**config.mk**
```make
export PLATFORM = sky130hd
export DESIGN_NAME = vwt_cell
export DESIGN_NICKNAME = d
export VERILOG_FILES = /design/src/rtl/vwt_pkg.sv /design/src/rtl/vwt_cell.sv
export SDC_FILE = /design/constraint.sdc
export NUM_CORES = 1
export LEC_CHECK = 0
export BUFFER_PORTS_ARGS = -buffer_cell sky130_fd_sc_hd__buf_2
export CAP_MARGIN = 10
export CELL_PAD_IN_SITES_DETAIL_PLACEMENT = 0
export CELL_PAD_IN_SITES_GLOBAL_PLACEMENT = 1
export CORE_MARGIN = 3
export CORE_UTILIZATION = 41
export CTS_CLUSTER_SIZE = 20
export DETAILED_ROUTE_END_ITERATION = 10
export PLACE_DENSITY_LB_ADDON = 0.1
export SLEW_MARGIN = 20
export SYNTH_ARGS = -nofsm -noshare
export SYNTH_HDL_FRONTEND = slang
export SYNTH_SLANG_ARGS = --single-unit
```
**constraint.sdc**
```tcl
create_clock -name clock -period 15.3 [get_ports clock]
set_clock_uncertainty 0.1 [all_clocks]
set_input_delay 2.295 -clock clock [delete_from_list [all_inputs] [get_ports clock]]
set_output_delay 2.295 -clock clock [all_outputs]
set_load 0.01 [all_outputs]
```
**src/rtl/vwt_pkg.sv**
```systemverilog
package vwt_pkg;

   localparam int POS_W   = 24;
   localparam int NORM_W  = 16;
   localparam int TEX_W   = 16;
   localparam int CLIP_W  = 32;
   localparam int POINT_W = 16;
   localparam int PTOL_W  = 24;
   localparam int NTOL_W  = 15;
   localparam int IDX_W   = 8;

   // 0.005 in Q4.12 is 20.48 codes
   localparam int TEX_TOL_CODES = 20;

   localparam logic [1:0] CSR_POS_TOL    = 2'd0;
   localparam logic [1:0] CSR_NORM_TOL   = 2'd1;
   localparam logic [1:0] CSR_POINT_MATCH = 2'd2;

   localparam logic OP_SEARCH = 1'b0;
   localparam logic OP_APPEND = 1'b1;

   // one vertex as carried through the cells
   typedef struct packed {
      logic signed [POS_W-1:0]  pos_x;
      logic signed [POS_W-1:0]  pos_y;
      logic signed [POS_W-1:0]  pos_z;
      logic signed [NORM_W-1:0] norm_x;
      logic signed [NORM_W-1:0] norm_y;
      logic signed [NORM_W-1:0] norm_z;
      logic [CLIP_W-1:0]        clip;
      logic signed [TEX_W-1:0]  tex_u;
      logic signed [TEX_W-1:0]  tex_v;
      logic [POINT_W-1:0]       point;
   } vertex_type;

   typedef struct packed {
      logic [2*PTOL_W-1:0] ptol2;
      logic [2*NTOL_W-1:0] ntol2;
      logic                point_match;
   } tol_type;

   typedef enum logic [1:0] {
      ST_IDLE,
      ST_SCAN,
      ST_DRAIN
   } state_type;

endpackage

```
**src/rtl/vwt_cell.sv**
```systemverilog
// Compare stage: a stored entry walks through a short chain of these cells,
// each comparing it with the probe vertex, one partial result per cell per cycle.
module vwt_cell
   import vwt_pkg::*;
#(
   parameter int STAGE = 0
) (
   input  logic       clock,
   input  logic       reset,
   input  logic       in_valid,
   input  logic       in_hit,
   input  logic [2*POS_W+1:0] in_acc,
   input  vertex_type in_entry,
   input  vertex_type in_probe,
   input  tol_type    tol,
   output logic       out_valid,
   output logic       out_hit,
   output logic [2*POS_W+1:0] out_acc
);

   logic valid_ff;
   logic hit_ff, hit_in;
   logic [2*POS_W+1:0] acc_ff, acc_in;
   logic signed [POS_W:0] dp;
   logic signed [NORM_W:0] dn;
   logic signed [TEX_W:0] du, dv;
   logic [POS_W:0] ap;
   logic [NORM_W:0] an;

   always_comb begin
      hit_in = in_hit;
      acc_in = in_acc;
      dp = '0;
      dn = '0;
      du = '0;
      dv = '0;
      ap = '0;
      an = '0;
      case (STAGE)
         0, 1, 2: begin
            if (STAGE == 0) begin
               dp = {in_entry.pos_x[POS_W-1], in_entry.pos_x}
                  - {in_probe.pos_x[POS_W-1], in_probe.pos_x};
               acc_in = '0;
               hit_in = (in_entry.clip == in_probe.clip)
                  && (!tol.point_match || in_entry.point == in_probe.point);
            end else if (STAGE == 1) begin
               dp = {in_entry.pos_y[POS_W-1], in_entry.pos_y}
                  - {in_probe.pos_y[POS_W-1], in_probe.pos_y};
            end else begin
               dp = {in_entry.pos_z[POS_W-1], in_entry.pos_z}
                  - {in_probe.pos_z[POS_W-1], in_probe.pos_z};
            end
            ap = dp[POS_W] ? POS_W'(0) - dp : dp;
            acc_in = (STAGE == 0 ? '0 : in_acc) + (2*POS_W+2)'(ap * ap);
         end
         3: begin
            hit_in = in_hit && ({2'b00, tol.ptol2} >= in_acc);
            dn = {in_entry.norm_x[NORM_W-1], in_entry.norm_x}
               - {in_probe.norm_x[NORM_W-1], in_probe.norm_x};
            an = dn[NORM_W] ? (NORM_W+1)'(0) - dn : dn;
            acc_in = (2*POS_W+2)'(an * an);
         end
         4, 5: begin
            if (STAGE == 4)
               dn = {in_entry.norm_y[NORM_W-1], in_entry.norm_y}
                  - {in_probe.norm_y[NORM_W-1], in_probe.norm_y};
            else
               dn = {in_entry.norm_z[NORM_W-1], in_entry.norm_z}
                  - {in_probe.norm_z[NORM_W-1], in_probe.norm_z};
            an = dn[NORM_W] ? (NORM_W+1)'(0) - dn : dn;
            acc_in = in_acc + (2*POS_W+2)'(an * an);
         end
         default: begin
            du = {in_entry.tex_u[TEX_W-1], in_entry.tex_u}
               - {in_probe.tex_u[TEX_W-1], in_probe.tex_u};
            dv = {in_entry.tex_v[TEX_W-1], in_entry.tex_v}
               - {in_probe.tex_v[TEX_W-1], in_probe.tex_v};
            hit_in = in_hit
               && ((2*POS_W+2)'(tol.ntol2) >= in_acc)
               && du <= (TEX_W+1)'(TEX_TOL_CODES) && du >= -(TEX_W+1)'(TEX_TOL_CODES)
               && dv <= (TEX_W+1)'(TEX_TOL_CODES) && dv >= -(TEX_W+1)'(TEX_TOL_CODES);
            acc_in = '0;
         end
      endcase
   end

   always_ff @(posedge clock) begin
      if (reset) begin
         valid_ff <= 1'b0;
      end else begin
         valid_ff <= in_valid;
      end
      hit_ff <= hit_in;
      acc_ff <= acc_in;
   end

   assign out_valid = valid_ff;
   assign out_hit   = hit_ff;
   assign out_acc   = acc_ff;

endmodule

```
# After elaboration in Yosys (flattened, before gate mapping)

Cells that the tools add are included.

$add $sub $neg: 2
$mul: 1
Eq/ne operators: 2
Multiplexer cells: 1
Reductions and logical operators: 3

Operators by type and width:

| cell                                               | number |
|---|---|
| multiplier 25 x 25 -> 50 bit                       | 1 |
| == test 32 bit                                     | 1 |
| 2-to-1 mux 25 bit                                  | 1 |
| subtractor 1 x 25 -> 25 bit (first input constant) | 1 |
| subtractor 24 x 24 -> 25 bit                       | 1 |
| == test 16 bit                                     | 1 |
| logical AND 1 bit                                  | 1 |
| zero test 1 bit                                    | 1 |
| logical OR 1 bit                                   | 1 |

Register bits after elaboration: 52
Input bits: 533
Output and inout bits: 52
Logic and storage cells: 12

# Depth between registers and ports, before layout

Gate-level depths: netlist of run 1.

Depth in word-level cells: 4
Mapped depth: 41
Gate-level depth less buffers: 38

# Worst setup path after synthesis of run 1

Ideal clock, no wire load.

Path kind: input to register
From: input port in_entry[176] (netlist bit)
To: register acc_ff[49], in the netlist out_acc[49]
Library setup time: 0.126 ns
Arrival time: 11.427 ns
Required time: 15.074 ns
Setup slack: 3.647 ns
Stages: 37
Buffers on the path: 2
Cells stage by stage: inv_1 -> ha_1 -> fa_1 -> nand2b_1 -> a21o_1 -> a211oi_1 -> o21ai_0 -> nor4_2 -> and4b_1 -> buf_2 -> and4b_1 -> nor2_1 -> xnor2_1 -> inv_2 -> clkbuf_1 -> nand2_1 -> fa_1 -> inv_1 -> fa_1 -> fa_1 -> fa_1 -> fa_1 -> inv_1 -> fa_1 -> inv_1 -> fa_1 -> ha_1 -> a21o_1 -> a31o_2 -> a221oi_1 -> o21ai_0 -> o41a_1 -> a211o_1 -> nand3_1 -> a21oi_1 -> a311oi_1 -> xnor2_1

Longest elaborated chain between the ends: 4

Ends and longest elaborated chain:

| item                           | line           | RTL |
|---|---|---|
| from (decl)                    | vwt_cell.sv:13 | `input vertex_type in_entry,` |
| subtractor 24 x 24 -> 25 bit * | vwt_cell.sv:43 | `- {in_probe.pos_x[POS_W-1], in_probe.pos_x};` |
| subtractor 1 x 25 -> 25 bit    | vwt_cell.sv:54 | `ap = dp[POS_W] ? POS_W'(0) - dp : dp;` |
| 2-to-1 mux 25 bit *            | vwt_cell.sv:54 |  |
| multiplier 25 x 25 -> 50 bit * | vwt_cell.sv:55 | `acc_in = (STAGE == 0 ? '0 : in_acc) + (2*POS_W+2)'(ap * ap);` |
| named net acc_in[49]           | vwt_cell.sv:23 | `logic [2*POS_W+1:0] acc_ff, acc_in;` |
| to (signal assigned)           | vwt_cell.sv:95 | `acc_ff <= acc_in;` |
| to (decl)                      | vwt_cell.sv:23 |  |

Mark *: on every way through the listed nets, which the timed path passes. The rest lies on a longest branch.
A chain may end at the register's enable or synchronous reset.

# Final worst setup path of run 1

From: input port in_probe[176] (netlist bit)
To: register acc_ff[49], in the netlist out_acc[49]

Longest elaborated chain between the ends: 4

Ends and longest elaborated chain:

| item                           | line           | RTL |
|---|---|---|
| from (decl)                    | vwt_cell.sv:14 | `input vertex_type in_probe,` |
| subtractor 24 x 24 -> 25 bit * | vwt_cell.sv:43 |  |
| subtractor 1 x 25 -> 25 bit    | vwt_cell.sv:54 |  |
| 2-to-1 mux 25 bit *            | vwt_cell.sv:54 |  |
| multiplier 25 x 25 -> 50 bit * | vwt_cell.sv:55 |  |
| named net acc_in[49]           | vwt_cell.sv:23 |  |

Marked as above.

==> results of run 1 <==
## cell usage in the layout (no fill, tap or decap), drive strengths merged, types with 12 or more instances in the layout
cell,instances
ha,204
and2,12
xor2,82
a211oi,12
xnor2,54
nand2,200
a21o,35
nand4,18
fa,469
nor3,18
a21oi,77
buf,235
nor2,226
nor4,16
nand3,26
o21ai,50
inv,622
dfxtp,51
conb,19
## routing by layer
layer,GRT usage,vias to the layer above,routed length (um)
met5,0,-,13
met4,0.0649,2,1670
met3,0.0482,83,4440
met2,0.405,525,30000
met1,0.316,8120,26500
li1,-,7639,-
## cells by family after synthesis
logic type,Yosys count,share of synthesized area
XOR/XNOR,136,0.0588
flip-flops,51,0.0482
other,2,0.000355
adder cells (fa/ha/maj),673,0.564
AND/OR/NAND/NOR,569,0.118
AO/OA/AOI/OAI,268,0.0847
multiplexers,5,0.00290
buffers and inverters,689,0.123
## final timing paths
kind / to / slack [ps] / startpoint
min: out_valid$_SDFF_PP0_ / 2010 / reset
max: out_acc[49]$_DFF_P_ / 2060 / in_probe[176]
## through the flow
step / instances / hold slack (ps) / worst slack, ps / instance area [um2] / util
2_1_floorplan: 2410 / 2270 / 3650 / 21200 / -
3_3_place_gp: 3249 / 2350 / 1680 / 23100 / 0.456
3_5_place_dp: 3249 / 2350 / 1640 / 23100 / 0.456
4_1_cts: 3257 / 1990 / 1980 / 23200 / 0.459
5_1_grt: 3259 / 2000 / 1550 / 23200 / 0.459
6_report: 3259 / 2010 / 2060 / 23200 / 0.459
## cell type report
cell class	instances	area [um2]	area share
Antenna cell	2	5.00	0.000215
Inverter	621	2330	0.100
Timing Repair Buffer	235	1270	0.0546
Multi-Input combinational cell	1670	17600	0.758
Clock inverter	3	22.5	0.000970
Tap cell	672	841	0.0362
Clock buffer	5	125	0.00539
Sequential cell	51	1020	0.0440
## state kept, by name, indices dropped and copies added (netlist names)
register and flops:
out_acc 49, out_hit 1, out_valid 1
==> summary.md, run 1 <==
| Metric | Value |
|---|---|
| Startpoint types | input pin |
| Synthesis-to-layout area growth | 9.76% |
| Area leader, netlist | fa_1 |
| Max Slew Vio Count | 0 |
| Seq/Total Area, Yosys | 0.0482 |
| Total number of vias | 16369 |
| Synthesis-stage register bit count | 51 |
| Initial Util | 0.418 |
| Number of synthesized flops with an enable pin | 0 |
| Cells after Synth | 2393 |
| Slew headroom | 0.312 |
| Gpl congestion | 0.931 |
| H-tree depth | 2 |
| Yosys warning count | 0 |
| Fin Setup TNS | 0 ps |
| WP depth | 34 |
| Mean Syn Cell Area | 8.84 um2 |
| Max cap viols | 0 |
| Post-CTS resize count | 0 |
| Worst min path class | in2reg |
| Clock tree buffer depth | 2 |
| Initial antenna violation count | 3 |
| Crit-path max cell delay | 650 ps |
| CP Max Fanout | 17 |
| Kind of end point of the critical path | flip-flop |
| Core ar. | 50600 um2 |
| Layout cells sized above 1 | 0.106 |
| WS Path Type | in2reg |
| Max Freq | ~76 MHz |
| CTS Buf Count | 5 |
| TritonCTS clock tree | done |
| Synth top area share | 0.444 |
| Final hold vios | 0 |
| Root buffer cell | clkbuf_16 |
| Overflow after GRT | 0 |
| Top FF cell, synth | dfxtp_1 |
| Least-Margin Pin Slew | 1020 ps |
| Worst path buffer plus inverter count | 6 |
| Fraction of registers with async set/reset | 0 |
| I/O pin cnt | between 500 and 600 |
| Port Buf Inserts | about 200 |
| Die width | around 230 um |
| Largest delay contributor family on the critical path | adder cells |
| Hold Path Cell Cnt | 2 |
| Hpwl dp | 52100 um |
| Status | complete, no violations |
| Setup violators final | 0 |
| Final period util | 0.865 |
| Drt wl/cell | 19.2 um |
| Postcts setup bufs | 0 |
| Most common cell in the netlist | inv_1 |
| Die footprint | about 54000 um2 |
| Post-synth design cell area | 21200 um2 |
| Drt drc | 0 |
| Vias per cell | 5.02 |
| Slowest-stage cell, CP | o31a_1 |
| Die Ht | 233 um |
| RSZ-0062 raised after global routing | no |
| Final ANT Viol Nets | 0 |
| GR Util All Layers | 0.240 |
| Initial drt markers | 956 |
| Fill cells | 5064 |
| Top cells by count, synth | inv_1, fa_1, nor2_1 |
| Final WL | 62600 um |
| Min Tclk post-route | 13240 ps |
| First-pass GRT wire length | 98800 um |
| Row count | 82 |
| Largest net degree at the start of global routing | 25 |
| Top cells by area, synth | fa_1, ha_1, inv_1, dfxtp_1, nor2_1 |
| Vias in the first global route | 17734 |
| Layout Nets | 3790 |
| Clock sink count | 51 |
| Crit path top cell by count | fa_1 |
| Hold-fix buffers, CTS | 0 |
| Clk slew on worst S/H paths | ~90 ps |
| WP data required | roughly 15000 ps |
| DR pass1 iterations | 5 |
| Count of cell types in the netlist | 79 |
| Worst Path Arrival | 13400 ps |
Power of run 1 is not shown: default switching activity piles up to over one toggle a cycle in this logic, so the estimate is an artifact.
==> run 2: changes to the inputs <==
Clock period 15.3 ns to 15.1 ns, I/O delays scaled along.
==> run 2 against run 1 <==
  * Non-clock buffer count is 3 higher
  * Final cell count about the same
  * Critical path depth is 2 higher
  * Flip-flop and latch count did not move
  * Setup slack got worse by 110 ps
  * Hold slack worse by 36 ps
  * Wire length is 1.7% lower
  * First-iteration DRC count shrank 11%
  * Die area unchanged
  * Design area rose by 0.12%
  * Critical path type unchanged
  * Highest routed layer unchanged
==> summary.md, run 2 (synthesized netlist as in run 1, its figures left out) <==
| Metric | Value |
|---|---|
| Die width | 233 um (unchanged) |
| Die Ht | 233 um (unchanged) |
| I/O pin cnt | 585 (unchanged) |
| Drt drc | 0 (unchanged) |
| Clock sink count | 51 (unchanged) |
| Number of flip-flops in the largest register | 49 (unchanged) |
| Max Slew Vio Count | 0 (unchanged) |
| Slowest-stage cell, CP | a211oi_1 (was o31a_1) |
| Worst Path Arrival | 13280 ps (was 13400 ps) |
| Initial Util | 0.418 (unchanged) |
| Crit path top cell by count | fa_1 (unchanged) |
| Clock tree buffer depth | 2 (unchanged) |
| Vias per cell | 5.01 (was 5.02) |
| H-tree depth | 2 (unchanged) |
| Final hold vios | 0 (unchanged) |
| Max cap viols | 0 (unchanged) |
| Most frequent cells in the layout | inv_1, fa_1, nor2_1 (unchanged) |
| Startpoint types | input pin (unchanged) |
| Overflow after GRT | 0 (unchanged) |
| Total number of vias | 16349 (was 16369) |
| Hold Path Cell Cnt | 2 (unchanged) |
| Final WL | 61500 um (was 62600 um) |
| CP Max Fanout | 15 (was 17) |
| Fill cells | 5088 (was 5064) |
| First-pass GRT wire length | 97900 um (was 98800 um) |
| Min Tclk post-route | 13150 ps |
| WP data required | 15230 ps (was 15450 ps) |
| WS Path Type | in2reg (unchanged) |
| Initial drt markers | 848 (was 956) |
| RSZ-0062 raised after global routing | no (unchanged) |
| Row count | 82 (unchanged) |
| Synthesis-to-layout area growth | 9.89% (was 9.76%) |
| Hold-fix buffers, CTS | 0 (unchanged) |
| Worst min path class | in2reg (unchanged) |
| Largest net degree at the start of global routing | 25 (unchanged) |
| Post-CTS resize count | 0 (unchanged) |
| Root buffer cell | clkbuf_16 (unchanged) |
| Core ar. | 50600 um2 (unchanged) |
| Fin Setup TNS | 0 ps (unchanged) |
| Final period util | 0.871 |
| Initial antenna violation count | 2 (was 3) |
| Slew headroom | 0.361 (was 0.312) |
| DR pass1 iterations | 5 (unchanged) |
| Kind of end point of the critical path | flip-flop (unchanged) |
| Status | complete, no violations (unchanged) |
| Post-route worst setup slack | 1950 ps (was 2060 ps) |
| Hpwl dp | 51300 um (was 52100 um) |
| Pre-CTS WS | 1470 ps (was 1640 ps) |
| Vias in the first global route | 17887 (was 17734) |
| Die footprint | 54400 um2 (unchanged) |
| Postcts setup bufs | 0 (unchanged) |
| Clk slew on worst S/H paths | 90 ps (about the same) |
| Most common cell after layout, fill and taps aside | inv_1 (unchanged) |
| TritonCTS clock tree | done (unchanged) |
| Drt wl/cell | 18.9 um (was 19.2 um) |
| Gpl congestion | 1.01 (was 0.931) |
| Layout Nets | 3793 (was 3790) |
| Least-Margin Pin Slew | 950 ps (was 1020 ps) |
| Crit-path max cell delay | 590 ps (was 650 ps) |
| Max Freq | 76.1 MHz |
| Final ANT Viol Nets | 0 (unchanged) |
| Port Buf Inserts | 198 (unchanged) |
| Setup violators final | 0 (unchanged) |
| CTS Buf Count | 5 (unchanged) |
| Layout cells sized above 1 | 0.107 (was 0.106) |
| GR Util All Layers | 0.237 (was 0.240) |
-- run 2: cell count changes in the layout (fill, tap and decap cells not counted), sizes merged --
cell,previous run,this run
buf,235,238
diode,2,1
-- run 2: metal layers --
| metal | up-vias | share of wire | GRT usage |
|---|---|---|---|
| met1 | 8082 | 0.43 | 0.313 |
| li1 | 7666 | - | - |
| met3 | 77 | 0.061 | 0.0411 |
| met4 | 4 | 0.029 | 0.0666 |
| met5 | - | 0.00044 | 0 |
| met2 | 520 | 0.48 | 0.402 |
-- run 2: worst max-delay path: cells and delay by family --
family,cells,cell delay (ps)
fa+ha+maj,10,4490
simple gates,6,1420
compound gates,12,3810
buf+inv,6,680
xor+xnor,2,570
-- run 2: final cells by class --
cell class / instances / area (um2) / area share
Timing Repair Buffer: 238 / 1290 / 0.0555
Tap cell: 672 / 841 / 0.0362
Antenna cell: 1 / 2.50 / 0.000108
Sequential cell: 51 / 1020 / 0.0439
Clock buffer: 5 / 125 / 0.00538
Inverter: 621 / 2330 / 0.100
Multi-Input combinational cell: 1670 / 17600 / 0.758
Clock inverter: 3 / 22.5 / 0.000968
-- run 2: path summary, 6_finish.rpt --
path | start | endpoint | slack, ps
worst max-delay path | in_entry[176] | out_acc[49]$_DFF_P_ | 1950
worst min-delay path | reset | out_valid$_SDFF_PP0_ | 1970
-- run 2: metrics by stage --
stage | std cells | area, um2 | hold slack (ps) | utilization
2_1_floorplan | 2410 | 21200 | 2240 | -
3_3_place_gp | 3252 | 23100 | 2320 | 0.457
3_5_place_dp | 3252 | 23100 | 2330 | 0.457
4_1_cts | 3260 | 23200 | 1950 | 0.460
5_1_grt | 3260 | 23300 | 1960 | 0.460
6_report | 3261 | 23300 | 1970 | 0.460
Power of run 2 is left out for the same reason.
==> run 3: changes to the inputs <==
Settings changed: CORE_UTILIZATION 41 to 37.
Clock period 15.1 ns to 11.7 ns, I/O delays scaled along.
==> run 3 against run 2 <==
  * Non-clock buffer count up 232
  * Setup slack worse by 1600 ps
  * Die area up 11%
  * Critical endpoint unchanged
==> summary.md, run 3 (synthesized netlist as in run 1, its figures left out) <==
| Metric | Value |
|---|---|
| Clock tree buffer depth | 2 (unchanged) |
| Non-Filler Instances | 3575 (was 3261) |
| Slowest-stage cell, CP | or4_4 (was a211oi_1) |
| Setup violators final | 0 (unchanged) |
| Worst min path class | in2reg (unchanged) |
| CP Max Fanout | 4 (was 15) |
| WP data required | 11850 ps (was 15230 ps) |
| DR pass1 iterations | 5 (unchanged) |
| Hpwl dp | 55500 um (was 51300 um) |
| Worst Path Arrival | 11470 ps (was 13280 ps) |
| Overflow after GRT | 0 (unchanged) |
| Vias in the first global route | 18801 (was 17887) |
| Root buffer cell | clkbuf_16 (unchanged) |
| Most frequent cells in the layout | inv_1, fa_1, buf_4 (was inv_1, fa_1, nor2_1) |
| Crit-path max cell delay | 570 ps (was 590 ps) |
| WS Path Type | in2reg (unchanged) |
| Gpl congestion | 0.998 (was 1.01) |
| Number of flip-flops in the largest register | 49 (unchanged) |
| GR Util All Layers | 0.217 (was 0.237) |
| Core ar. | 56500 um2 (was 50600 um2) |
| Total number of vias | 17038 (was 16349) |
| Most common cell after layout, fill and taps aside | inv_1 (unchanged) |
| Post-placement cell count | 3564 (was 3252) |
| Kind of end point of the critical path | flip-flop (unchanged) |
| CTS Buf Count | 5 (unchanged) |
| Crit path top cell by count | fa_1 (unchanged) |
| Die footprint | 60100 um2 (was 54400 um2) |
| Max Slew Vio Count | 0 (unchanged) |
| Drt drc | 0 (unchanged) |
| RSZ-0062 raised after global routing | yes (was no) |
| # diodes | 0 (was 1) |
| H-tree depth | 2 (unchanged) |
| Status | complete, no violations (unchanged) |
| Layout Nets | 4025 (was 3793) |
| Max Freq | 88.4 MHz |
| Startpoint types | input pin (unchanged) |
| Clk slew on worst S/H paths | 110 ps (was 90 ps) |
| Min Tclk post-route | 11320 ps |
| Row count | 87 (was 82) |
| I/O pin cnt | 585 (unchanged) |
| Fill cells | 5716 (was 5088) |
| Hold slack final | 1460 ps (was 1970 ps) |
| Layout cells sized above 1 | 0.185 (was 0.107) |
| Die width | 245 um (was 233 um) |
| Drt wl/cell | 17.6 um (was 18.9 um) |
| Vias per cell | 4.77 (was 5.01) |
| Initial antenna violation count | 2 (unchanged) |
| Initial Util | 0.375 (was 0.418) |
| Port Buf Inserts | 198 (unchanged) |
| Initial drt markers | 862 (was 848) |
| TritonCTS clock tree | done (unchanged) |
| Final WL | 63000 um (was 61500 um) |
| Synthesis-to-layout area growth | 19.2% (was 9.89%) |
| Slew headroom | 0.331 (was 0.361) |
| Final ANT Viol Nets | 0 (unchanged) |
| Die Ht | 245 um (was 233 um) |
| Final design utilization | 0.446 (was 0.460) |
| Clock sink count | 51 (unchanged) |
| First-pass GRT wire length | 101000 um (was 97900 um) |
| Least-Margin Pin Slew | 995 ps (was 950 ps) |
| Final hold vios | 0 (unchanged) |
| Max cap viols | 0 (unchanged) |
| Largest net degree at the start of global routing | 23 (was 25) |
| Final period util | 0.967 |
| Hold-fix buffers, CTS | 0 (unchanged) |
run 3: repair_timing:
item,4_1_cts,5_1_grt
endpoints found under the setup margin,0,17
setup buffers,0,4
resized for setup,0,24
run 3: per-layer routing:
metal | up-vias | wire length [um] | track usage | part of all wire
li1 | 8107 | - | - | -
met1 | 8401 | 28500 | 0.293 | 0.45
met2 | 442 | 29300 | 0.363 | 0.46
met3 | 84 | 3080 | 0.0307 | 0.049
met4 | 4 | 2080 | 0.0698 | 0.033
met5 | - | 27 | 0 | 0.00043
run 3: per-stage QoR:
| step | TNS (ps) | area [um2] | setup slack, ps |
|---|---|---|---|
| 6_report | 0 | 25200 | 385 |
| 5_1_grt | -31.5 | 25200 | -22.6 |
| 4_1_cts | 0 | 25100 | 84.1 |
| 3_5_place_dp | -1250 | 25000 | -242 |
| 3_3_place_gp | -1280 | 25000 | -262 |
| 2_1_floorplan | 0 | 21200 | 587 |
run 3: final timing paths:
path / startpoint / endpoint / slack, ps / cells after the start
setup / recovery: in_entry[176] / out_acc[49]$_DFF_P_ / 380 / 39
hold / removal: tol[0] / out_hit$_DFF_P_ / 1460 / 2
run 3: cell type report:
class,count,area (um2),area share
Clock buffer,5,125,0.00496
Clock inverter,2,37.5,0.00149
Inverter,621,2330,0.0926
Multi-Input combinational cell,1670,17700,0.701
Sequential cell,51,1020,0.0405
Tap cell,756,946,0.0375
Timing Repair Buffer,470,3080,0.122
run 3: critical path: cells and delay by family:
family / cells / cell delay (ps)
XOR/XNOR: 2 / 370
adder cells (fa/ha/maj): 9 / 4030
AO/OA/AOI/OAI: 13 / 2930
AND/OR/NAND/NOR: 4 / 1020
buffers and inverters: 10 / 1020
multiplexers: 1 / 340
Power of run 3 is left out for the same reason.
